File: src/rtl/swtbs_qbuf.sv
module swtbs_qbuf #(
  parameter int unsigned WORD_LEN = 16,
  localparam int unsigned QW = $clog2(WORD_LEN)
) (
  input  logic          clk,
  input  logic          rst,
  input  logic          clr,
  input  logic          we,
  input  logic [QW-1:0] waddr,
  input  logic [7:0]    wdata,
  input  logic          re,
  input  logic [QW-1:0] raddr,
  output logic [7:0]    rdata
);

  logic [7:0]          mem [WORD_LEN];
  logic [WORD_LEN-1:0] vld;
  logic [7:0]          rd_dat;
  logic                rd_vld;

  // unwritten bytes read as zero
  always_ff @(posedge clk) begin
    if (rst || clr) begin
      vld <= '0;
    end else if (we) begin
      vld[waddr] <= 1'b1;
    end
  end

  always_ff @(posedge clk) begin
    if (we) begin
      mem[waddr] <= wdata;
    end
    if (re) begin
      rd_dat <= mem[raddr];
      rd_vld <= vld[raddr];
    end
  end

  assign rdata = rd_vld ? rd_dat : 8'd0;

endmodule

File: config.mk
export PLATFORM = sky130hd
export DESIGN_NAME = swtbs_qbuf
export DESIGN_NICKNAME = d
export VERILOG_FILES = /design/src/rtl/swtbs_qbuf.sv
export SDC_FILE = /design/constraint.sdc
export NUM_CORES = 1
export LEC_CHECK = 0
export BUFFER_PORTS_ARGS = -buffer_cell sky130_fd_sc_hd__buf_2
export CAP_MARGIN = 5
export CORE_MARGIN = 5
export CORE_UTILIZATION = 54
export CTS_CLUSTER_SIZE = 8
export DETAILED_ROUTE_END_ITERATION = 16
export GPL_TIMING_DRIVEN = 0
export PLACE_DENSITY = 0.74
export REMOVE_ABC_BUFFERS = 1
export SYNTH_ARGS = -nofsm -noshare
export SYNTH_HDL_FRONTEND = slang
export SYNTH_SLANG_ARGS = --single-unit
File: constraint.sdc
create_clock -name clk -period 1.85 [get_ports clk]
set_input_delay 0.37 -clock clk [delete_from_list [all_inputs] [get_ports clk]]
set_output_delay 0.37 -clock clk [all_outputs]
set_load 0.05 [all_outputs]
## Yosys cells after proc, flatten, opt, wreduce, memory -nomap -nowiden

Memory sizes are Yosys's and may differ from the RTL's. A register that Yosys moved wholly into a read port is not among the register bits.
Cells that the tools add are included.

| storage, ports and cells | value |
|---|---|
| bits in writable memories | 128 |
| bits in registers | 17 |
| word-level logic and storage cells | 16 |
| memories kept | 1 |
| input bits | 21 |
| output and inout bits | 8 |

Memories:

| name | depth | bits a word | rd ports | clocked after memory_dff | wr ports | RTL line | RTL |
|---|---|---|---|---|---|---|---|
| mem | 16 | 8 | 1 | 1 | 1 | 16 | `logic [7:0] mem [WORD_LEN];` |

| cells by class | value |
|---|---|
| mux-type cells | 7 |
| order comparisons | 3 |
| reductions and logical operators | 2 |
| bitwise logic cells | 1 |

Operators by type and width:

| cell | number |
|---|---|
| $or A16 B16 Y16 | 1 |
| $lt A4 B5 Y1 const B | 2 |
| $mux W8 | 1 |
| $bmux W1 S4 | 1 |
| $demux W1 S4 | 1 |
| $ge A4 B1 Y1 const B | 1 |
| $mux W1 | 4 |
| $logic_and A1 B1 Y1 | 1 |
| $logic_or A1 B1 Y1 | 1 |

## Depth between registers and ports, before layout

Gate-level depths: netlist (run 1).

| logic depth | value |
|---|---|
| word-level depth | 5 |
| depth in mapped cells | 5 |
| mapped depth without buffers | 3 |

## Least setup slack after synthesis (run 1)

OpenSTA, ideal clock, no wires.

| timing | value |
|---|---|
| path kind | input-to-reg |
| from | input waddr[2] |
| to | memory mem[0][0], enable pin |
| setup time | 386 ps |
| buffers on the path | 0 |
| slack | -66 ps |
| arrival | 1530 ps |
| stages on the path | 2 |
| data required time | 1464 ps |
| cell sequence | or3b_2 nor3_1 |

RTL lines:

| what | RTL line | RTL |
|---|---|---|
| start: declaration | 9 | `input logic [QW-1:0] waddr,` |
| end: declaration | 16 |  |

No word-level cell before the write port.

## Worst setup path in the final report (run 1)

| timing | value |
|---|---|
| from | register rd_vld |
| to | output rdata[1] |

| between the ends | value |
|---|---|
| cells in the longest elaborated chain, start to end | 1 |

Ends and longest elaborated chain:

| what | RTL line | RTL |
|---|---|---|
| start: declaration | 19 | `logic rd_vld;` |
| start signal: assignment | 36 | `rd_vld <= vld[raddr];` |
| $mux W8 | 40 | `assign rdata = rd_vld ? rd_dat : 8'd0;` |
| end: declaration | 13 | `output logic [7:0] rdata` |

No other way between the ends.

==> results.sh, run 1 <==
export IMPL_htreeDepth=4
export IMPL_dr_pass1_iters=4
export IMPL_start_util=0.548
export IMPL_crit_chain="and2_1 -> buf_4"
export IMPL_min_period_ns=1.79
export IMPL_crit_required_ns=1.48
export IMPL_grt_setup_unrepaired="true"
export IMPL_worst_slew_pin_slew_ns=1.06
export IMPL_grt_pass1_wl_mm=16.7
export IMPL_max_freq_mhz=560
export IMPL_dp_hpwl_mm=6.30
export IMPL_status="finished, final reports clean"
export IMPL_synth_main_ff_cell="edfxtp_1"
export IMPL_path_max_fanout=8
export IMPL_finalSetupTns_ns=0
export IMPL_overflow=0
export IMPL_grt_usage=0.180
export IMPL_fin_area_mm2=0.00678
export IMPL_synth_area_leaders="edfxtp_1 (70%), mux4_2 (7.6%), mux4_1 (7.1%)"
export IMPL_slew_headroom=0.287
export IMPL_worstSetupPathType="reg -> out"
export IMPL_synth_common_cells="edfxtp_1 (137), mux4_2 (20), a22oi_1 (18)"
export IMPL_die_area_mm2=0.0131
export IMPL_drtIter0Drc=196
export IMPL_cts_buffers=17
export IMPL_drc=0
export IMPL_pin_count=29
export IMPL_postCtsHoldBufs=0
export IMPL_ys_warn_count=0
export IMPL_grt_pass1_vias=2953
export IMPL_syn_inst=280
export IMPL_cts_tree="built"
export IMPL_num_rows=38
export IMPL_grt_max_degree=37
export IMPL_core_area_mm2=0.0107
export IMPL_num_vias=2768
export IMPL_final_setup_viol_count=0
export IMPL_yosysMostFrequentCell="edfxtp_1"
export IMPL_irDropWorstVdd_uv=717
export IMPL_avgSynthCellArea_um2=21.0
export IMPL_rrSetupSlack_ns=0.34
export IMPL_portBuffers=28
export IMPL_via_per_inst=5.91
export IMPL_final_util=0.631
export IMPL_timing_critical_path_buf_inv=1
export IMPL_yosysSeqAreaShare=0.753
export IMPL_crit_path_start_kind="flop"
export IMPL_ys_ff_latch=153
export IMPL_gp_congestion=0.759
export IMPL_path_clk_slew_ns=0.06
export IMPL_crit_family="flip-flops"
export IMPL_synth_top_cell_area_share=0.698
export IMPL_post_cts_buffers=0
export IMPL_hp_class="in -> reg"
export IMPL_die_x_um=114
export IMPL_synthArstFlopShare=0
export IMPL_synth_edf_count=137
export IMPL_slew_viol_final=0
export IMPL_clockBufferDepth=2
export IMPL_fin_crit_sh=0.966
export IMPL_synth_cell_types=24
export IMPL_wl_mm=10.6
export IMPL_syn2layout_area_growth_pct=15.1
export IMPL_wl_per_cell_um=22.7
export IMPL_critPathSlowestCell="edfxtp_1"
export IMPL_die_h_um=114
export IMPL_power_leakage_nw=2.30
export IMPL_maxCapViolations=0
export IMPL_numClockSinks=153
export IMPL_critPathMaxStageDelay_ns=0.50
export IMPL_ant_nets=0
export IMPL_cp_arrival_ns=1.42
export IMPL_end_kind="output pin"
export IMPL_diodes=0
export IMPL_power_density_mw_per_mm2=1150
export IMPL_holdWs_ns=0.212
export IMPL_drive_gt1_frac=0.253
export IMPL_placedInstanceArea_mm2=0.00612
export IMPL_hold_viol_final=0
export IMPL_yosysTopAreaCell="edfxtp_1"
export IMPL_clk_latency_ns=0.52
export IMPL_clock_skew_ns=0.00680
export IMPL_nNetsFinal=336
export IMPL_antenna_found_initial=0
export IMPL_cts_root_buf="clkbuf_8"
export IMPL_syn_area_mm2=0.00589
## worst paths after layout
check                                          from                  end  cells past startpoint
worst max-delay path               rd_vld$_DFFE_PP_             rdata[1]                      2
worst min-delay path                             re  rd_dat[5]$_DFFE_PP_                      1
worst max register to register  mem[1][7]$_DFFE_PP_  rd_dat[7]$_DFFE_PP_                      3
worst min register to register  vld[8]$_SDFFE_PP0P_  vld[8]$_SDFFE_PP0P_                      1
## cell usage in the layout, fill, tap and decap left out
| cell | count |
|---|---|
| nor3_2 | 4 |
| nor2_1 | 14 |
| and2_1 | 9 |
| clkinv_4 | 2 |
| nand2_1 | 10 |
| o21a_1 | 16 |
| a22oi_1 | 18 |
| clkbuf_4 | 4 |
| mux4_1 | 16 |
| buf_2 | 19 |
| clkbuf_8 | 3 |
| clkbuf_1 | 2 |
| clkinv_2 | 1 |
| bufinv_16 | 1 |
| buf_4 | 5 |
| nand3_1 | 1 |
| or3b_2 | 1 |
| nand3b_1 | 2 |
| mux4_2 | 20 |
| clkbuf_16 | 21 |
| and2b_1 | 1 |
| nor2b_1 | 1 |
| inv_4 | 2 |
| dfxtp_1 | 16 |
| nand2b_1 | 2 |
| edfxtp_1 | 137 |
## per-layer routing
metal  share of wire  routed length (um)  track usage  up-vias
li1                -                   -            -     1241
met1            0.42                4480        0.245     1429
met2            0.50                5290        0.272       89
met3           0.069                 731       0.0581        9
met4           0.010                 107       0.0681        0
met5               0                   0            0        -
## flip-flops by register name (all words and copies together), names as in the netlist
name    cells
rd_dat      8
mem       128
rd_vld      1
vld        16
## what timing repair did
| item | 4_1_cts | 5_1_grt |
|---|---|---|
| setup endpoints to repair | 11 | 8 |
| gates resized for setup | 3 | 8 |
| gates cloned | 0 | 0 |
| pin swaps | 0 | 0 |
## report_power, final
group          total [mW]  switching [mW]  leakage (nW)  internal (mW)
Clock                3.56            1.29         0.318           2.27
Sequential           3.86          0.0175          1.38           3.85
Combinational       0.351           0.217         0.604          0.134
Total                7.77            1.53          2.30           6.25
## per-stage QoR
step / std cells / worst slack [ns] / power, mW
2_1_floorplan: 268 / -0.0658 / 4.12
3_3_place_gp: 436 / -0.826 / 4.27
3_5_place_dp: 436 / -0.784 / 4.29
4_1_cts: 468 / 0.0196 / 7.83
5_1_grt: 468 / -0.00407 / 8.03
6_report: 468 / 0.0628 / 7.77
## kinds of logic after synthesis
kind of cell	Yosys count	share of synthesized area
AND/OR/NAND/NOR	45	0.0376
buffers and inverters	12	0.0187
multiplexers	36	0.148
flip-flops	153	0.753
AO/OA/AOI/OAI	34	0.0433
## cell type report
class | count | area [um2]
clock buffer | 26 | 574
clock inverter | 6 | 65.1
fill | 761 | 3970
multi-input combinational | 115 | 1370
sequential | 153 | 4430
tap | 140 | 175
timing repair buffer | 28 | 163
Note: power is estimated with default switching activity, not from simulation.
==> run 2: changes to the inputs <==
--- a/config.mk
+++ b/config.mk
@@ -13,7 +13,6 @@
 export DETAILED_ROUTE_END_ITERATION = 16
 export GPL_TIMING_DRIVEN = 0
 export PLACE_DENSITY = 0.74
-export REMOVE_ABC_BUFFERS = 1
 export SYNTH_ARGS = -nofsm -noshare
 export SYNTH_HDL_FRONTEND = slang
 export SYNTH_SLANG_ARGS = --single-unit
==> run 2 against run 1 <==
Compared with the run above: global-route usage is 0.74 points higher; register-to-register slack got worse by 0.04 ns; final cell count up 2.8%; wire length grew 6.3%; combinational power grew 8.8%; clock skew about the same; clock-buffer cell count decreased by 8; fmax is 2.2% higher; total power down 1.2%; core utilization up 0.38 points.
==> results.sh, run 2 (synthesis results as in run 1) <==
export IMPL_status="finished, final reports clean"
export IMPL_power_leakage_nw=2.33
export IMPL_overflow=0
export IMPL_num_vias=2869
export IMPL_slew_headroom=0.386
export IMPL_end_kind="output pin"
export IMPL_synth_fp_nets=301
export IMPL_grt_setup_unrepaired="false"
export IMPL_pin_count=29
export IMPL_clockBufferDepth=2
export IMPL_clock_skew_ns=0.00727
export IMPL_die_x_um=114
export IMPL_cts_root_buf="clkbuf_8"
export IMPL_cp_arrival_ns=1.38
export IMPL_finalSetupTns_ns=0
export IMPL_critPathMaxStageDelay_ns=0.46
export IMPL_crit_required_ns=1.48
export IMPL_power_density_mw_per_mm2=1130
export IMPL_fill_cells=738
export IMPL_maxCapViolations=0
export IMPL_cts_buffers=17
export IMPL_htreeDepth=4
export IMPL_post_place_ws_ns=-0.379
export IMPL_dr_pass1_iters=4
export IMPL_min_period_ns=1.75
export IMPL_final_setup_viol_count=0
export IMPL_drive_gt1_frac=0.267
export IMPL_via_per_inst=5.96
export IMPL_worst_slew_pin_slew_ns=0.917
export IMPL_largest_reg_flops=128
export IMPL_cts_tree="built"
export IMPL_grt_pass1_wl_mm=17.4
export IMPL_setup_slack_ns=0.102
export IMPL_dp_hpwl_mm=7.34
export IMPL_core_area_mm2=0.0107
export IMPL_grt_pass1_vias=2992
export IMPL_critPathSlowestCell="edfxtp_1"
export IMPL_start_util=0.548
export IMPL_diodes=0
export IMPL_postCtsHoldBufs=0
export IMPL_final_common_cell="edfxtp_1"
export IMPL_die_area_mm2=0.0131
export IMPL_grt_max_degree=17
export IMPL_drtIter0Drc=171
export IMPL_hold_viol_final=0
export IMPL_ant_nets=0
export IMPL_hp_class="in -> reg"
export IMPL_path_clk_slew_ns=0.06
export IMPL_top_register="mem"
export IMPL_nNetsFinal=349
export IMPL_path_max_fanout=8
export IMPL_worst_hold_startpoint="re"
export IMPL_final_cell_mix="edfxtp_1 (137), buf_2 (29), mux4_2 (20)"
export IMPL_wl_mm=11.3
export IMPL_grt_usage=0.187
export IMPL_num_rows=38
export IMPL_numClockSinks=153
export IMPL_clk_latency_ns=0.52
export IMPL_crit_path_start_kind="flop"
export IMPL_max_freq_mhz=572
export IMPL_worstSetupPathType="reg -> out"
export IMPL_crit_chain="and2_1 -> clkbuf_4"
export IMPL_antenna_found_initial=0
export IMPL_startpoint="rd_vld$_DFFE_PP_"
export IMPL_syn2layout_area_growth_pct=15.8
export IMPL_portBuffers=26
export IMPL_slew_viol_final=0
export IMPL_reg2reg_from="mem[10][1]$_DFFE_PP_"
export IMPL_die_h_um=114
export IMPL_drc=0
export IMPL_irDropWorstVdd_uv=672
export IMPL_gp_congestion=0.747
export IMPL_wl_per_cell_um=23.5
export IMPL_fin_crit_sh=0.945
export IMPL_top_regs="mem (128), vld (16), rd_dat (8)"
==> run 2: changes by cell type in the layout (fill, tap and decap cells not counted), moves of 2 or more <==
cell / change
clkbuf_16: -5
buf_4: -3
nor3_1: +3
clkbuf_4: -2
clkinvlp_4: +3
nor3_2: -3
bufinv_16: +3
buf_6: +3
inv_4: -2
clkinv_2: +4
buf_2: +10
==> run 2: area by class of cell <==
class                           instances  area (um2)  share of cell area
Sequential cell                       153        4430               0.650
Multi-Input combinational cell        115        1350               0.198
Clock buffer                           18         418              0.0613
Clock inverter                         14         180              0.0264
Tap cell                              140         175              0.0257
Timing Repair Buffer                   29         150              0.0220
Buffer                                 12         110              0.0161
==> run 2: worst max-delay path, delay by kind of cell (launching register included) <==
family / cells / cell delay, ns
DFF: 1 / 0.46
buffers and inverters: 1 / 0.21
and+or+nand+nor: 1 / 0.18
==> run 2: where the power goes <==
part / internal, mW / switching (mW) / leakage (nW)
Sequential: 3.85 / 0.0182 / 1.38
Clock: 2.17 / 1.26 / 0.288
Combinational: 0.148 / 0.234 / 0.667
Total: 6.16 / 1.52 / 2.33
==> run 2: what timing repair did <==
item                                    4_1_cts  5_1_grt
setup buffers                                 0        0
endpoints found under the setup margin        0        1
hold endpoints to repair                      0        0
gates resized for setup                       0        1
==> run 2: final timing paths <==
path,slack (ns),depth (start not counted),endpoint
setup / recovery,0.10,2,rdata[6]
hold / removal,0.21,1,rd_dat[7]$_DFFE_PP_
setup reg to reg,0.30,3,rd_dat[1]$_DFFE_PP_
hold reg to reg,0.46,1,vld[1]$_SDFFE_PP0P_
==> run 2: through the flow <==
stage / instance area [um2] / hold WS [ns] / cells / power, mW / util
2_1_floorplan: 5900 / 0.432 / 280 / 4.16 / -
3_3_place_gp: 6200 / 0.438 / 446 / 4.30 / 0.577
3_5_place_dp: 6210 / 0.447 / 448 / 4.32 / 0.578
4_1_cts: 6810 / 0.182 / 480 / 7.73 / 0.634
5_1_grt: 6820 / 0.195 / 481 / 7.93 / 0.635
6_report: 6820 / 0.208 / 481 / 7.68 / 0.635
==> run 2: routing by layer <==
layer / track usage / vias up / part of all wire
li1: - / 1267 / -
met1: 0.257 / 1460 / 0.40
met2: 0.285 / 132 / 0.50
met3: 0.0550 / 10 / 0.090
met4: 0.0721 / 0 / 0.014
met5: 0 / - / 0
==> run 3: changes to the inputs <==
--- a/config.mk
+++ b/config.mk
@@ -7,8 +7,10 @@
 export LEC_CHECK = 0
 export BUFFER_PORTS_ARGS = -buffer_cell sky130_fd_sc_hd__buf_2
 export CAP_MARGIN = 5
+export CORE_ASPECT_RATIO = 0.8
 export CORE_MARGIN = 5
 export CORE_UTILIZATION = 54
+export CTS_BUF_LIST = sky130_fd_sc_hd__clkbuf_16
 export CTS_CLUSTER_SIZE = 8
 export DETAILED_ROUTE_END_ITERATION = 16
 export GPL_TIMING_DRIVEN = 0
==> run 3 against run 2 <==
Compared with the run above: combinational power increased by 2%; non-clock buffer count unchanged; global-route usage increased by 0.29 points; design area grew 0.44%; core utilization is 0.18 points higher; largest cell class unchanged.
==> results.sh, run 3 (synthesis results as in run 1) <==
export IMPL_num_vias=2917
export IMPL_grt_util_met2=0.289
export IMPL_slew_headroom=0.365
export IMPL_dp_hpwl_mm=7.37
export IMPL_critPathMaxStageDelay_ns=0.74
export IMPL_power_density_mw_per_mm2=1150
export IMPL_dr_pass1_iters=5
export IMPL_post_cts_buffers=0
export IMPL_wl_per_cell_um=23.7
export IMPL_num_rows=34
export IMPL_syn2layout_area_growth_pct=16.3
export IMPL_via_per_inst=6.01
export IMPL_grt_busiest_layer="met2"
export IMPL_drc=0
export IMPL_end_kind="flop"
export IMPL_power_leakage_nw=2.36
export IMPL_worst_slew_pin_slew_ns=0.950
export IMPL_gp_congestion=0.747
export IMPL_grtUsageMet1=0.273
export IMPL_wl_mm=11.5
export IMPL_antenna_found_initial=0
export IMPL_grt_usage=0.190
export IMPL_drive_gt1_frac=0.252
export IMPL_nNetsFinal=349
export IMPL_postCtsHoldBufs=0
export IMPL_overflow=0
export IMPL_hold_viol_final=0
export IMPL_cts_tree="built"
export IMPL_met3_usage=0.0488
export IMPL_worstSetupPathType="in -> reg"
export IMPL_top_regs="mem (128), vld (16), rd_dat (8)"
export IMPL_die_area_mm2=0.0131
export IMPL_synth_fp_nets=301
export IMPL_grt_pass1_wl_mm=17.4
export IMPL_hp_class="in -> reg"
export IMPL_htreeDepth=4
export IMPL_fin_crit_sh=0.935
export IMPL_start_util=0.547
export IMPL_irDropWorstVdd_uv=1230
export IMPL_cts_root_buf="clkbuf_16"
export IMPL_crit_path_start_kind="primary input"
export IMPL_cp_num_cells=3
export IMPL_numClockSinks=153
export IMPL_drtIter0Drc=238
export IMPL_final_setup_viol_count=0
export IMPL_clockBufferDepth=2
export IMPL_placedInstanceArea_mm2=0.00623
export IMPL_top_register="mem"
export IMPL_slew_viol_final=0
export IMPL_die_h_um=103
export IMPL_die_x_um=127
export IMPL_power_mw=7.85
export IMPL_status="finished, final reports clean"
export IMPL_ant_nets=0
export IMPL_clk_latency_ns=0.42
export IMPL_path_clk_slew_ns=0.05
export IMPL_cts_buffers=17
export IMPL_critPathSlowestCell="nor2_1"
export IMPL_hold_depth=1
export IMPL_timing_critical_path_buf_inv=1
export IMPL_grt_max_degree=17
export IMPL_cp_arrival_ns=1.76
export IMPL_path_max_fanout=9
export IMPL_crit_chain="buf_2 -> or3b_2 -> nor2_1"
export IMPL_largest_reg_flops=128
export IMPL_portBuffers=26
export IMPL_diodes=0
export IMPL_final_cell_mix="edfxtp_1 (137), buf_2 (28), mux4_2 (20)"
export IMPL_grt_setup_unrepaired="false"
export IMPL_final_common_cell="edfxtp_1"
export IMPL_pin_count=29
export IMPL_core_area_mm2=0.0108
export IMPL_maxCapViolations=0
export IMPL_clock_skew_ns=0.00767
export IMPL_rr_worst_depth=3
export IMPL_max_freq_mhz=578
export IMPL_grt_pass1_vias=2897
export IMPL_fin_area_mm2=0.00685
export IMPL_post_cts_resized=0
export IMPL_crit_family="simple AND/OR/NAND/NOR gates"
export IMPL_min_period_ns=1.73
export IMPL_final_util=0.636
export IMPL_crit_required_ns=1.88
-- run 3: layout make-up --
| cell class | instances | area [um2] |
|---|---|---|
| Clock inverter | 15 | 195 |
| Tap cell | 144 | 180 |
| Multi-Input combinational cell | 115 | 1350 |
| Clock buffer | 17 | 425 |
| Sequential cell | 153 | 4430 |
| Buffer | 12 | 110 |
| Fill cell | 722 | 3910 |
| Timing Repair Buffer | 29 | 153 |
-- run 3: metal layers --
metal,vias to the layer above,wire length [um]
li1,1277,-
met5,-,0
met1,1499,4870
met2,129,5380
met3,12,1120
met4,0,125
-- run 3: worst paths after layout --
check	from	end	slack, ns
setup / recovery	waddr[2]	mem[1][1]$_DFFE_PP_	0.12
hold / removal	re	rd_dat[7]$_DFFE_PP_	0.31
setup reg to reg	mem[7][7]$_DFFE_PP_	rd_dat[7]$_DFFE_PP_	0.31
hold reg to reg	vld[9]$_SDFFE_PP0P_	vld[9]$_SDFFE_PP0P_	0.46
-- run 3: through the flow --
step	setup TNS, ns	std cells	hold WS, ns	setup slack [ns]
3_5_place_dp	-11.77	453	0.445	-0.292
3_3_place_gp	-17.25	450	0.438	-0.374
5_1_grt	0	485	0.306	0.0862
4_1_cts	0	485	0.300	0.129
6_report	0	485	0.313	0.121
2_1_floorplan	0	280	0.432	0.175
-- run 3: power by group --
group          switching [mW]  leakage, nW  internal (mW)
sequential             0.0176         1.38           3.85
combinational           0.241        0.667          0.148
clock                    1.25        0.318           2.35
