===== src/rtl/swtbs_pkg.sv =====
package swtbs_pkg;

  localparam int unsigned CFG_W = 9;

  localparam logic FUNC_LOAD  = 1'b0;
  localparam logic FUNC_QUERY = 1'b1;

  typedef struct packed {
    logic       func;
    logic [7:0] entry_index;
    logic [3:0] char_pos;
    logic [7:0] char_value;
    logic       last_char;
  } req_t;

  typedef struct packed {
    logic       found;
    logic [7:0] match_index;
  } rsp_t;

  typedef enum logic [1:0] {
    ST_IDLE,
    ST_MID,
    ST_SCAN,
    ST_DONE
  } search_state_t;

endpackage


===== src/rtl/swtbs_search.sv =====
module swtbs_search #(
  parameter int unsigned TABLE_DEPTH = 256,
  parameter int unsigned WORD_LEN    = 16,
  localparam int unsigned AW = $clog2(TABLE_DEPTH),
  localparam int unsigned NW = $clog2(TABLE_DEPTH + 1),
  localparam int unsigned QW = $clog2(WORD_LEN),
  localparam int unsigned SA = $clog2(TABLE_DEPTH * WORD_LEN)
) (
  input  logic                         clk,
  input  logic                         rst,
  input  logic                         start,
  input  logic [swtbs_pkg::CFG_W-1:0]  entry_count,
  input  logic [7:0]                   store_byte,
  input  logic [7:0]                   query_byte,
  input  logic                         out_stall,
  output logic                         busy,
  output logic                         rd_en,
  output logic [SA-1:0]                store_addr,
  output logic [QW-1:0]                query_addr,
  output logic                         qclr,
  output logic                         out_valid,
  output swtbs_pkg::rsp_t              out_rsp
);

  swtbs_pkg::search_state_t state, state_next;

  logic [NW-1:0] low;
  logic [NW-1:0] hi;
  logic [AW-1:0] mid;
  logic [SA-1:0] base;
  logic [QW-1:0] rd_idx;
  logic          rd_more;
  logic          pipe_v;
  logic          pipe_last;
  logic          hit;

  logic [NW-1:0] count_sat;
  logic [NW:0]   mid_sum;
  logic [AW-1:0] mid_calc;
  logic          range_empty;
  logic          byte_ne;
  logic          byte_eq_end;
  logic          out_free;
  logic          load_out;

  assign count_sat = (32'(entry_count) > TABLE_DEPTH) ? NW'(TABLE_DEPTH) : NW'(entry_count);
  assign mid_sum   = {1'b0, low} + {1'b0, hi} - (NW + 1)'(1);
  assign mid_calc  = AW'(mid_sum >> 1);
  assign range_empty = (low >= hi);

  assign byte_ne     = pipe_v && (store_byte != query_byte);
  assign byte_eq_end = pipe_v && (store_byte == query_byte)
                       && ((store_byte == 8'd0) || pipe_last);
  assign out_free    = !out_valid || !out_stall;

  always_comb begin
    state_next = state;
    case (state)
      swtbs_pkg::ST_IDLE: begin
        if (start) state_next = swtbs_pkg::ST_MID;
      end
      swtbs_pkg::ST_MID: begin
        state_next = range_empty ? swtbs_pkg::ST_DONE : swtbs_pkg::ST_SCAN;
      end
      swtbs_pkg::ST_SCAN: begin
        if (byte_ne) begin
          state_next = swtbs_pkg::ST_MID;
        end else if (byte_eq_end) begin
          state_next = swtbs_pkg::ST_DONE;
        end
      end
      swtbs_pkg::ST_DONE: begin
        if (out_free) state_next = swtbs_pkg::ST_IDLE;
      end
      default: state_next = swtbs_pkg::ST_IDLE;
    endcase
  end

  always_comb begin
    busy     = 1'b1;
    rd_en    = 1'b0;
    qclr     = 1'b0;
    load_out = 1'b0;
    case (state)
      swtbs_pkg::ST_IDLE: busy = 1'b0;
      swtbs_pkg::ST_MID:  ;
      swtbs_pkg::ST_SCAN: rd_en = rd_more;
      swtbs_pkg::ST_DONE: begin
        load_out = out_free;
        qclr     = out_free;
      end
      default: ;
    endcase
  end

  assign store_addr = base + SA'(rd_idx);
  assign query_addr = rd_idx;

  always_ff @(posedge clk) begin
    if (rst) begin
      state <= swtbs_pkg::ST_IDLE;
    end else begin
      state <= state_next;
    end
  end

  always_ff @(posedge clk) begin
    if (rst) begin
      rd_more <= 1'b0;
      pipe_v  <= 1'b0;
    end else if (state == swtbs_pkg::ST_MID) begin
      rd_more <= !range_empty;
      pipe_v  <= 1'b0;
    end else if (state == swtbs_pkg::ST_SCAN && !byte_ne && !byte_eq_end) begin
      pipe_v <= rd_more;
      if (rd_more && rd_idx == QW'(WORD_LEN - 1)) rd_more <= 1'b0;
    end else begin
      rd_more <= 1'b0;
      pipe_v  <= 1'b0;
    end
  end

  always_ff @(posedge clk) begin
    case (state)
      swtbs_pkg::ST_IDLE: begin
        low <= '0;
        hi  <= count_sat;
        hit <= 1'b0;
      end
      swtbs_pkg::ST_MID: begin
        mid    <= mid_calc;
        base   <= SA'(32'(mid_calc) * WORD_LEN);
        rd_idx <= '0;
      end
      swtbs_pkg::ST_SCAN: begin
        if (rd_more) begin
          rd_idx    <= rd_idx + QW'(1);
          pipe_last <= (rd_idx == QW'(WORD_LEN - 1));
        end
        if (byte_ne) begin
          if (store_byte < query_byte) begin
            low <= NW'(mid) + NW'(1);
          end else begin
            hi <= NW'(mid);
          end
        end else if (byte_eq_end) begin
          hit <= 1'b1;
        end
      end
      default: ;
    endcase
  end

  always_ff @(posedge clk) begin
    if (rst) begin
      out_valid <= 1'b0;
    end else if (load_out) begin
      out_valid <= 1'b1;
    end else if (!out_stall) begin
      out_valid <= 1'b0;
    end
  end

  always_ff @(posedge clk) begin
    if (load_out) begin
      out_rsp.found       <= hit;
      out_rsp.match_index <= hit ? 8'(mid) : 8'd0;
    end
  end

endmodule

===== config.mk =====
export PLATFORM = sky130hd
export DESIGN_NAME = swtbs_search
export DESIGN_NICKNAME = d
export VERILOG_FILES = /design/src/rtl/swtbs_pkg.sv /design/src/rtl/swtbs_search.sv
export SDC_FILE = /design/constraint.sdc
export NUM_CORES = 1
export LEC_CHECK = 0
export BUFFER_PORTS_ARGS = -buffer_cell sky130_fd_sc_hd__buf_4
export CAP_MARGIN = 0
export CORE_MARGIN = 5
export CORE_UTILIZATION = 50
export DETAILED_ROUTE_END_ITERATION = 12
export PLACE_DENSITY = 0.73
export SETUP_SLACK_MARGIN = 0.4
export SYNTH_ARGS = -nofsm -noshare
export SYNTH_HDL_FRONTEND = slang
export SYNTH_SLANG_ARGS = --single-unit
export TNS_END_PERCENT = 1

===== constraint.sdc =====
create_clock -name clk -period 5.5 [get_ports clk]
set_clock_uncertainty 0.15 [all_clocks]
set_input_delay 1.1 -clock clk [delete_from_list [all_inputs] [get_ports clk]]
set_output_delay 1.1 -clock clk [all_outputs]
set_load 0.02 [all_outputs]

Word level (Yosys, flattened, before mapping) --
Cells that the tools add are included.
Storage, ports and cells: register bits after elaboration 46, bits in latches 0, bits in writable memories 0, bits in read-only memories 0, bits of input ports 29, logic and storage cells 88, memories 0
Cells by class: add/subtract/negate cells 5, multiply operators 0, div/mod/pow operators 0, $lt $le $gt $ge 3, equality and inequality tests 17, shift operators 0, multiplexer cells 26, bitwise operators 1, reduce and logical (&&, ||, !) cells 24
Operators with widths (count):
- $mux 9 | 5
- $pmux 9 s2 | 2
- $ne 2x2->1 const B | 7
- $add 12x4->12 | 1
- $reduce_and 3->1 | 4
- $mux 1 | 11
- $add 8x1->9 const B | 1
- $add 9x9->9 | 1
- $ge 9x9->1 | 1
- $gt 9x9->1 const B | 1
- $sub 9x1->9 const B | 1
- $eq 8x8->1 | 1
- $logic_not 8->1 | 1
- $lt 8x8->1 | 1
- $mux 2 | 4
- $ne 8x8->1 | 1
- $pmux 2 s4 | 1
- $pmux 4 s2 | 1
- $logic_and 1x1->1 | 6
- $logic_not 1->1 | 5
- $add 4x1->4 const B | 1
- $eq 2x2->1 const B | 2
- $eq 4x4->1 const B | 1
- $mux 4 | 1
- other kinds (11) | 15

Longest topological paths before layout --
Gate-level depths: netlist of the first run.
word-level depth 7, depth in mapped cells 11

Least setup slack after synthesis of the first run --
OpenSTA, ideal clock, no wires.
path type input to register, from input port query_byte[1], to register low[0], enable pin, setup time 378 ps, arrival 2611 ps, data required time 4972 ps, setup slack 2362 ps, stages 7, path buffers 0, cell sequence inv_1 ha_1 nor2b_1 o211ai_1 a21oi_1 or3_1 a21oi_1
Between the ends: word-level cells in the longest chain between the ends 4, elaborated cells between the ends (all ways) 6
RTL lines:
- start, declared | line swtbs_search.sv:14 | input logic [7:0] query_byte,
- branches (longest 3 deep; another with $lt 8x8->1)
- $reduce_and 3->1 (no line) *
- end signal, assigned | line swtbs_search.sv:142 | low <= NW'(mid) + NW'(1);
- end, declared | line swtbs_search.sv:27 | logic [NW-1:0] low;
Mark *: on every way between the ends. A chain may end at the register's enable or synchronous reset.

Worst setup path after layout of the first run --
from register state[0], to output port rd_en
Between the ends: word-level cells in the longest chain between the ends 2
RTL lines:
- start, declared | line swtbs_search.sv:25 | swtbs_pkg::search_state_t state, state_next;
- start signal, assigned | line swtbs_search.sv:101 | state <= swtbs_pkg::ST_IDLE;
- start signal, assigned | line swtbs_search.sv:103 | state <= state_next;
- $eq 2x2->1 | line swtbs_search.sv:84 | case (state)
- $mux 1 | line swtbs_search.sv:84
- end, declared | line swtbs_search.sv:17 | output logic rd_en,
No other way between the ends.

==> reports/results.tsv, run 1 <==
stage	metric	value	unit
run_status	status	finished, final reports clean	
drt	detail_route.wl_per_cell	14.3	µm
timing	fmaxAchievable	0.270	GHz
final_layout	area_growth	19.3	%
worst_setup_path	critical-path-max-stage-delay	690	ps
pwr	power.density_cell_area	600	nW/µm²
logic_synthesis	synth_cell_type_count	44	
worst_setup_path	timing.critical_path.from_type	flip-flop	
worst_setup_path	crit_fanout	20	
logic_synthesis	synth_seq_area_share	0.462	
pwr	sequentialPowerShare	0.358	
cts	clock_tree.htree_level_count	2	
worst_setup_path	critPathArrivalTime	2450	ps
timing	post-route-min-period	3700	ps
timing	hold_viol_final	0	
timing	postLayoutSetupSlackWorst	1800	ps
final_layout	layout_utilization	0.621	
placed_design	port_buffers	57	
pwr	static-leakage-power	1.58	nW
job	timing.max_cap.violations	0	
drt	final_wirelength	5890	µm
worst_setup_path	path_class	flip-flop to primary output	
logic_synthesis	syn_nets	349	
global_route	gr-usage-met3	0.0375	
die	core_area	5540	µm²
final_layout	fillCellCount	469	
global_route	globalRouteOverflowTotal	0	
pwr	p_sw_frac	0.429	
final_layout	n_antenna_cell	0	
cts	root_buffer	clkbuf_8	
cts	cts.clk_slew.worst_paths	90	ps
final_layout	share_of_final_layout_standard_cells_stronger_than_drive_strength_1	0.214	
placed_design	place.gp.congestion	0.856	
cts	post_cts_hold_buffer_count	0	
timing	drv_slew	0	
timing	setup_tns	0	ps
cts	clk_sinks	46	
cts	worst_skew_pair.late_latency	300	ps
die	die_width	85.9	µm
hold_path	worstHoldPathType	flip-flop to flip-flop	
worst_setup_path	critical_path.n_buffers_inverters	3	
logic_synthesis	synthesis.area_per_instance	10.1	µm²
drt	residual_drc_count	0	
drt	first_iter_violations	99	
logic_synthesis	yosys_warnings	0	
global_route	grt.met1_usage	0.225	
global_route	grt_util_all_layers	0.169	
final_layout	fin_nets	404	
pwr	total_power	2.07	mW
logic_synthesis	synth_seq_cells	46	
logic_synthesis	synth-edff-count	41	
worst_setup_path	timing.critical_path.max_delay_family	simple AND/OR/NAND/NOR gates	
final_layout	finish.cell_count_without_fillers	413	
die	std_cell_rows	27	
placed_design	post-place-cells	405	
logic_synthesis	synth.cells.most_frequent	inv_1 (48), edfxtp_1 (41), ha_1 (34), nand2_1 (28), a21oi_1 (19)	
logic_synthesis	asyncSetResetFlopFracSynth	0	
drt	route.detailed.vias_per_inst	5.19	
worst_setup_path	path_cells	nand2b_1 -> inv_1 -> nand2_1 -> inv_1 -> buf_4	
timing	unrepaired_setup_endpoints_after_global_routing	no	
timing	tightest_slew	1020	ps
worst_setup_path	worstPathRequired	4250	ps
pwr	switching_component_of_the_power	886	µW
drt	route.vias.total	2144	
cts	num_cts_buffers	5	
global_route	most_utilized_layer_in_the_global_route_result	met2	
logic_synthesis	ys_dominant_reg_cell	edfxtp_1	
cts	cts_tree	built	
die	chipHeight	85.9	µm
global_route	grt_pass1_wl	9800	µm
drt	antenna_violating_nets_post_route	0	
logic_synthesis	synth_largest_area_cell	edfxtp_1	
cts	clock_tree.buffer_depth	2	
pwr	clock_power_share	0.102	
die	initial_core_util	0.521	
pwr	internal_power	1.18	mW
global_route	global_route.usage.met2	0.275	
placed_design	dp_hpwl	4610	µm
cts	post_cts_buffers	0	
global_route	antenna_found_initial	0	
timing	timing.slew.headroom	0.319	
global_route	via_count_of_the_first_global_routing_pass	2132	
worst_setup_path	slowest_stage	nand2b_1	
placed_design	place_worst_setup_slack	2050	ps
worst_setup_path	worstSetupEndpointType	primary output	
timing	total_setup_violations_reported_at_the_end_of_the_flow	0	
cts	cts-resized-gates	0	
logic_synthesis	synth.most_common_cell	inv_1	
die	die-area	7390	µm²
timing	post-route-period-util	0.673	
worst_setup_path	worst_path_most_repeated_cell	inv_1	
drt	dr.pass1.iters	4	
logic_synthesis	synth_area_leaders	edfxtp_1 (43%), ha_1 (15%), inv_1 (6.2%), nand2_1 (3.6%), dfxtp_1 (3.5%)	
logic_synthesis	syn_area	2880	µm²
logic_synthesis	netlist_instances	285	
die	pin_count	58	
pwr	power.ir.vdd_worst	0.396	mV
pwr	pwr-share-comb	0.540	
global_route	grt_max_degree	21	
logic_synthesis	yosysTopAreaCellShare	0.427	
cell type report:
type	count	area [µm²]	share of cell area
Sequential cell	46	1330	0.387
Tap cell	72	90.1	0.0262
Clock buffer	5	68.8	0.0200
Clock inverter	3	21.3	0.00618
Multi-Input combinational cell	182	1320	0.384
Timing Repair Buffer	57	428	0.124
Inverter	48	180	0.0523
cell families after synthesis:
family | count (synthesis) | synth area share
simple gates | 94 | 0.179
xor+xnor | 11 | 0.0334
fa+ha+maj | 35 | 0.154
compound gates | 42 | 0.0915
buf+inv | 57 | 0.0798
flops | 46 | 0.462
power by group through the flow:
stage | logic (mW) | clock network [mW] | registers [mW]
3_5_place_dp | 1.11 | 0 | 0.744
4_1_cts | 1.13 | 0.214 | 0.739
3_3_place_gp | 1.08 | 0 | 0.745
6_report | 1.11 | 0.211 | 0.740
2_1_floorplan | 0.792 | 0 | 0.746
5_1_grt | 1.26 | 0.233 | 0.761
layout by cell type, fill, tap and decap left out, types with 2 or more instances in the layout:
cell and count:
nor2b_1 4, nand4_1 3, and2_1 11, dfxtp_1 5
nand2b_1 2, a21oi_1 19, nand3b_1 9, nor3_1 4
and3_1 2, nor2_1 13, xor2_1 5, nand2_1 28
o21ai_0 7, edfxtp_1 41, or2_2 2, ha_1 34
a211oi_1 2, or3_1 4, clkbuf_8 5, nand3_1 6
inv_1 48, xnor2_1 6, buf_4 57, nor4_2 2
through the flow:
stage | area (µm²) | hold WS, ps
finish | 3440 | 357
global route | 3440 | 399
CTS | 3440 | 350
detailed placement | 3350 | 334
global placement | 3350 | 336
floorplan | 2880 | 315
registers in the layout, summed over array words and instances (netlist names):
| name | flops |
|---|---|
| low | 9 |
| out_valid | 1 |
| hit | 1 |
| query_addr | 4 |
| out_rsp | 9 |
| pipe_last | 1 |
| pipe_v | 1 |
| base | 8 |
| rd_more | 1 |
| hi | 9 |
| state | 2 |
metal layers:
metal,up-vias,part of all wire
met5,-,0
met4,0,0.0073
met3,5,0.056
met2,60,0.48
met1,993,0.45
li1,1086,-
final timing paths:
check | depth (start not counted) | to | start | slack, ps
worst min-delay path | 2 | pipe_v$_SDFF_PP0_ | rd_more$_SDFFE_PP0P_ | 360
worst min register to register | 2 | pipe_v$_SDFF_PP0_ | rd_more$_SDFFE_PP0P_ | 360
worst max-delay path | 5 | rd_en | state[0]$_SDFFE_PP0P_ | 1800
worst max register to register | 4 | query_addr[2]$_SDFFCE_PN0P_ | state[0]$_SDFFE_PP0P_ | 3020
worst min-delay path, delay by kind of cell, from the launching register on:
family	cells	cell delay (ps)
flip-flops	1	320
AND/OR/NAND/NOR	2	140
No activity file was read; power rests on OpenSTA's default activity.
==> inputs of run 2 (changes only) <==
- clock period: 5.5 -> 3.7 ns (I/O delays scaled with it)
==> run 2 against run 1 <==
Count of clock-buffer cells in the layout is 1 higher. Wire length is 6.0% lower. Flip-flop and latch count did not move. Worst setup slack lost 550 ps. Largest power group unchanged. Worst hold slack improved by 17 ps. First-iteration DRC count grew 29%. Critical path depth rose by 2. Highest routed layer unchanged.
==> reports/results.tsv, run 2 (synthesis gave the netlist of run 1 again) <==
stage	metric	value	unit
run_status	status	finished, final reports clean	
cts	clock_tree.htree_level_count	2	
worst_setup_path	worstSetupEndpointType	primary output	
cts	clk_sinks	46	
die	die_width	85.9	µm
worst_setup_path	worstReg2RegEnd	base[10]$_DFFE_PP_	
worst_setup_path	crit_fanout	20	
hold_path	min_from	rd_more$_SDFFE_PP0P_	
die	pin_count	58	
worst_setup_path	rr_startpoint	low[1]$_SDFFCE_PN0P_	
cts	cts-resized-gates	0	
job	timing.max_cap.violations	0	
timing	post-route-min-period	2450	ps
final_layout	fin_nets	410	
drt	detail_route.wl_per_cell	13.2	µm
worst_setup_path	timing.critical_path.max_delay_family	buffers and inverters	
die	std_cell_rows	27	
final_layout	final_cell_mix	buf_4 (63), inv_1 (48), edfxtp_1 (41)	
worst_setup_path	worst-r2r-cell-count	11	
cts	post_cts_hold_buffer_count	0	
final_layout	area_growth	21.6	%
drt	antenna_violating_nets_post_route	0	
timing	post-route-period-util	0.663	
die	core_area	5540	µm²
pwr	power.density_cell_area	890	nW/µm²
cts	root_buffer	clkbuf_8	
cts	num_cts_buffers	5	
worst_setup_path	slowest_stage	dfxtp_1	
hold_path	worst_hold_path.endpoint	pipe_v$_SDFF_PP0_	
final_layout	stdcell_area	3510	µm²
drt	route.vias.total	2166	
timing	drv_slew	0	
timing	timing.slew.headroom	0.705	
global_route	grt_util_all_layers	0.162	
placed_design	detailed_place.area	3400	µm²
die	chipHeight	85.9	µm
drt	route.detailed.vias_per_inst	5.17	
timing	fmaxAchievable	0.408	GHz
drt	first_iter_violations	128	
global_route	antenna_found_initial	0	
final_layout	top_regs	hi x9, low x9, out_rsp x9	
timing	hold_viol_final	0	
final_layout	fillCellCount	475	
worst_setup_path	path_cells	buf_4 -> nand2b_1 -> buf_4 -> inv_1 -> nand2_1 -> inv_1 -> buf_4	
worst_setup_path	critPathArrivalTime	1560	ps
cts	post_cts_buffers	0	
pwr	power.ir.vdd_worst	0.395	mV
worst_setup_path	path_class	flip-flop to primary output	
placed_design	post-place-cells	411	
cts	cts_tree	built	
timing	setup_tns	0	ps
die	die-area	7390	µm²
worst_setup_path	critical-path-max-stage-delay	310	ps
worst_setup_path	worst_path_most_repeated_cell	buf_4	
timing	tightest_slew	442	ps
drt	dr.pass1.iters	5	
timing	unrepaired_setup_endpoints_after_global_routing	no	
global_route	via_count_of_the_first_global_routing_pass	2109	
worst_setup_path	critical_path.n_buffers_inverters	5	
final_layout	mostFrequentLayoutCell	buf_4	
placed_design	port_buffers	57	
final_layout	finish.cell_count_without_fillers	419	
cts	worst_skew_pair.late_latency	300	ps
global_route	globalRouteOverflowTotal	0	
cts	clock_tree.buffer_depth	2	
hold_path	hold_path_depth	2	
placed_design	dp_hpwl	4540	µm
global_route	grt_max_degree	21	
final_layout	share_of_final_layout_standard_cells_stronger_than_drive_strength_1	0.225	
cts	cts.clk_slew.worst_paths	80	ps
worst_setup_path	reg2reg_slack	1320	ps
hold_path	worstHoldPathType	flip-flop to flip-flop	
worst_setup_path	worstPathRequired	2810	ps
worst_setup_path	timing.critical_path.from_type	flip-flop	
timing	total_setup_violations_reported_at_the_end_of_the_flow	0	
drt	final_wirelength	5540	µm
placed_design	place.gp.congestion	0.804	
pwr	static-leakage-power	1.61	nW
final_layout	n_antenna_cell	0	
global_route	grt_pass1_wl	9540	µm
drt	residual_drc_count	0	
die	initial_core_util	0.521	
[run 2: how the worst max path moves through the flow]
| stage | end | depth (start not counted) | start |
|---|---|---|---|
| finish | rd_en | 7 | state[0]$_SDFFE_PP0P_ |
| global route | rd_en | 7 | state[0]$_SDFFE_PP0P_ |
| CTS | rd_en | 7 | state[0]$_SDFFE_PP0P_ |
| detailed placement | low[7]$_SDFFCE_PN0P_ | 8 | store_byte[1] |
| global placement | low[7]$_SDFFCE_PN0P_ | 8 | store_byte[1] |
| floorplan | low[0]$_SDFFCE_PN0P_ | 7 | query_byte[1] |
[run 2: per-stage QoR]
| stage | total power, mW | utilization | hold slack (ps) | setup slack [ps] |
|---|---|---|---|---|
| 4_1_cts | 3.15 | 0.633 | 365 | 1240 |
| 3_5_place_dp | 2.77 | 0.613 | 356 | 994 |
| 2_1_floorplan | 2.29 | - | 315 | 922 |
| 3_3_place_gp | 2.71 | 0.613 | 349 | 980 |
| 6_report | 3.12 | 0.633 | 374 | 1250 |
| 5_1_grt | 3.40 | 0.633 | 407 | 1130 |
[run 2: power breakdown]
group          internal [mW]  switching, mW  leakage [nW]
logic                  0.743          0.927          1.11
clock network          0.202          0.169        0.0514
registers              0.902          0.178         0.448
total                   1.85           1.27          1.61
[run 2: metal layers]
metal | routed length, µm | part of all wire | track usage
met1 | 2310 | 0.42 | 0.210
met5 | 0 | 0 | 0
met4 | 107 | 0.019 | 0.0532
met3 | 456 | 0.082 | 0.0355
met2 | 2660 | 0.48 | 0.268
[run 2: final cells by class]
type	instances	area, µm²	share of cell area
inverter	48	180	0.0514
sequential	46	1330	0.380
clock inverter	2	37.5	0.0107
timing repair buffer	63	473	0.135
tap	72	90.1	0.0257
multi-input combinational	182	1320	0.377
clock buffer	6	72.6	0.0207
[run 2: tightest hold or removal path, stage by stage, from the launching register on]
cell	delay [ps]
dfxtp_1	320
nand2_1	110
nor3_1	60
==> inputs of run 3 (changes only) <==
- clock period: 3.7 -> 2.3 ns (I/O delays scaled with it)
==> run 3 against run 2 <==
Sequential power is 63% higher. Worst setup slack worse by 1100 ps. Sequential share of layout area is 1.8 points lower. Wire length is 8.1% higher. Global-route usage is 0.91 points higher. Combinational power is 88% higher. First-iteration DRC count is 55% lower. Non-clock buffer count is 18 higher. Critical path type is now flip-flop to flip-flop. Largest cell class is now multi-input gates.
==> reports/results.tsv, run 3 (synthesis gave the netlist of run 1 again) <==
stage	metric	value	unit
run_status	status	finished, final reports clean	
drt	first_iter_violations	57	
cts	cts_tree	built	
pwr	power.density_cell_area	1450	nW/µm²
placed_design	place.gp.congestion	0.817	
timing	post-route-period-util	0.954	
final_layout	final_cell_mix	buf_4 (80), inv_1 (43), edfxtp_1 (41)	
die	initial_core_util	0.521	
worst_setup_path	critPathArrivalTime	2080	ps
timing	postLayoutSetupSlackWorst	106	ps
timing	timing.slew.headroom	0.665	
timing	tightest_slew	497	ps
worst_setup_path	path_class	flip-flop to flip-flop	
final_layout	n_antenna_cell	0	
global_route	globalRouteOverflowTotal	0	
drt	antenna_violating_nets_post_route	0	
pwr	power.ir.vdd_worst	0.623	mV
job	timing.max_cap.violations	0	
cts	cts.clk_slew.worst_paths	80	ps
placed_design	dp_hpwl	4730	µm
die	die_width	85.9	µm
worst_setup_path	worstSetupEndpointType	flip-flop	
die	std_cell_rows	27	
timing	fmaxAchievable	0.456	GHz
drt	residual_drc_count	0	
die	pin_count	58	
drt	route.vias.total	2232	
worst_setup_path	reg2reg_slack	110	ps
drt	dr.pass1.iters	4	
cts	num_cts_buffers	5	
global_route	grt_pass1_wl	10100	µm
drt	detail_route.wl_per_cell	13.7	µm
cts	clk_sinks	46	
cts	root_buffer	clkbuf_8	
drt	final_wirelength	5990	µm
global_route	grt_max_degree	20	
timing	unrepaired_setup_endpoints_after_global_routing	yes	
worst_setup_path	worstPathRequired	2190	ps
cts	worst_skew_pair.late_latency	290	ps
final_layout	top_regs	hi x9, low x9, out_rsp x9	
global_route	grt_util_all_layers	0.171	
global_route	antenna_found_initial	0	
drt	route.detailed.vias_per_inst	5.11	
final_layout	mostFrequentLayoutCell	buf_4	
worst_setup_path	timing.critical_path.from_type	flip-flop	
die	die-area	7390	µm²
die	chipHeight	85.9	µm
cts	clock_tree.buffer_depth	2	
cts	clock_tree.htree_level_count	2	
timing	hold_viol_final	0	
hold_path	worstHoldPathType	primary input to flip-flop	
placed_design	place_worst_setup_slack	-91.3	ps
timing	total_setup_violations_reported_at_the_end_of_the_flow	0	
final_layout	area_growth	27.8	%
placed_design	port_buffers	57	
die	core_area	5540	µm²
cts	post_cts_hold_buffer_count	0	
final_layout	fin_nets	428	
global_route	via_count_of_the_first_global_routing_pass	2256	
timing	setup_tns	0	ps
timing	drv_slew	0	
worst_setup_path	crit_fanout	2	
timing	post-route-min-period	2190	ps
pwr	static-leakage-power	1.69	nW
final_layout	share_of_final_layout_standard_cells_stronger_than_drive_strength_1	0.296	
==> run 3: worst max-delay path: stages (launching register included) <==
cell and delay [ps]:
edfxtp_1 390, inv_2 100, ha_4 210, inv_2 60, ha_4 120, inv_2 30, fa_2 330, nor2b_1 130
o21ai_1 70, nand2b_1 120, a2111oi_2 70, nand3b_1 160
==> run 3: area by class of cell <==
cell class	count	area (µm²)
sequential	46	1330
tap	72	90.1
inverter	48	180
timing repair buffer	81	621
clock buffer	8	80.1
fill	456	1860
multi-input combinational	182	1380
==> run 3: layer usage <==
layer / global-route usage / vias up / share of wire
met5: 0 / - / 0
met4: 0.0676 / 0 / 0.017
met3: 0.0269 / 9 / 0.056
met2: 0.287 / 64 / 0.48
met1: 0.220 / 1027 / 0.45
li1: - / 1132 / -
==> run 3: timing repair <==
| action | in CTS | in global routing |
|---|---|---|
| pin swaps | 5 | 3 |
| setup endpoints to repair | 30 | 32 |
| setup buffers | 4 | 3 |
| resized for setup | 8 | 4 |
==> run 3: report_power, final <==
part | switching [mW] | internal [mW]
Sequential | 0.304 | 1.45
Clock | 0.253 | 0.216
Combinational | 1.66 | 1.48
Total | 2.22 | 3.14
==> run 3: worst paths after layout <==
check	start	endpoint	cells past startpoint
max	hi[1]$_DFFE_PP_	base[10]$_DFFE_PP_	11
min	rst	out_valid$_SDFFE_PP0P_	2
max reg2reg	hi[1]$_DFFE_PP_	base[10]$_DFFE_PP_	11
min reg2reg	rd_more$_SDFFE_PP0P_	pipe_v$_SDFF_PP0_	2
==> run 3: stage by stage <==
| step | power [mW] | area [µm²] | util | hold slack [ps] | instances |
|---|---|---|---|---|---|
| 6_report | 5.36 | 3680 | 0.665 | 216 | 437 |
| 5_1_grt | 5.80 | 3680 | 0.665 | 215 | 437 |
| 4_1_cts | 5.26 | 3660 | 0.660 | 215 | 434 |
| 3_5_place_dp | 4.59 | 3510 | 0.634 | 353 | 422 |
| 3_3_place_gp | 4.49 | 3510 | 0.634 | 345 | 422 |
| 2_1_floorplan | 3.70 | 2910 | - | 315 | 285 |
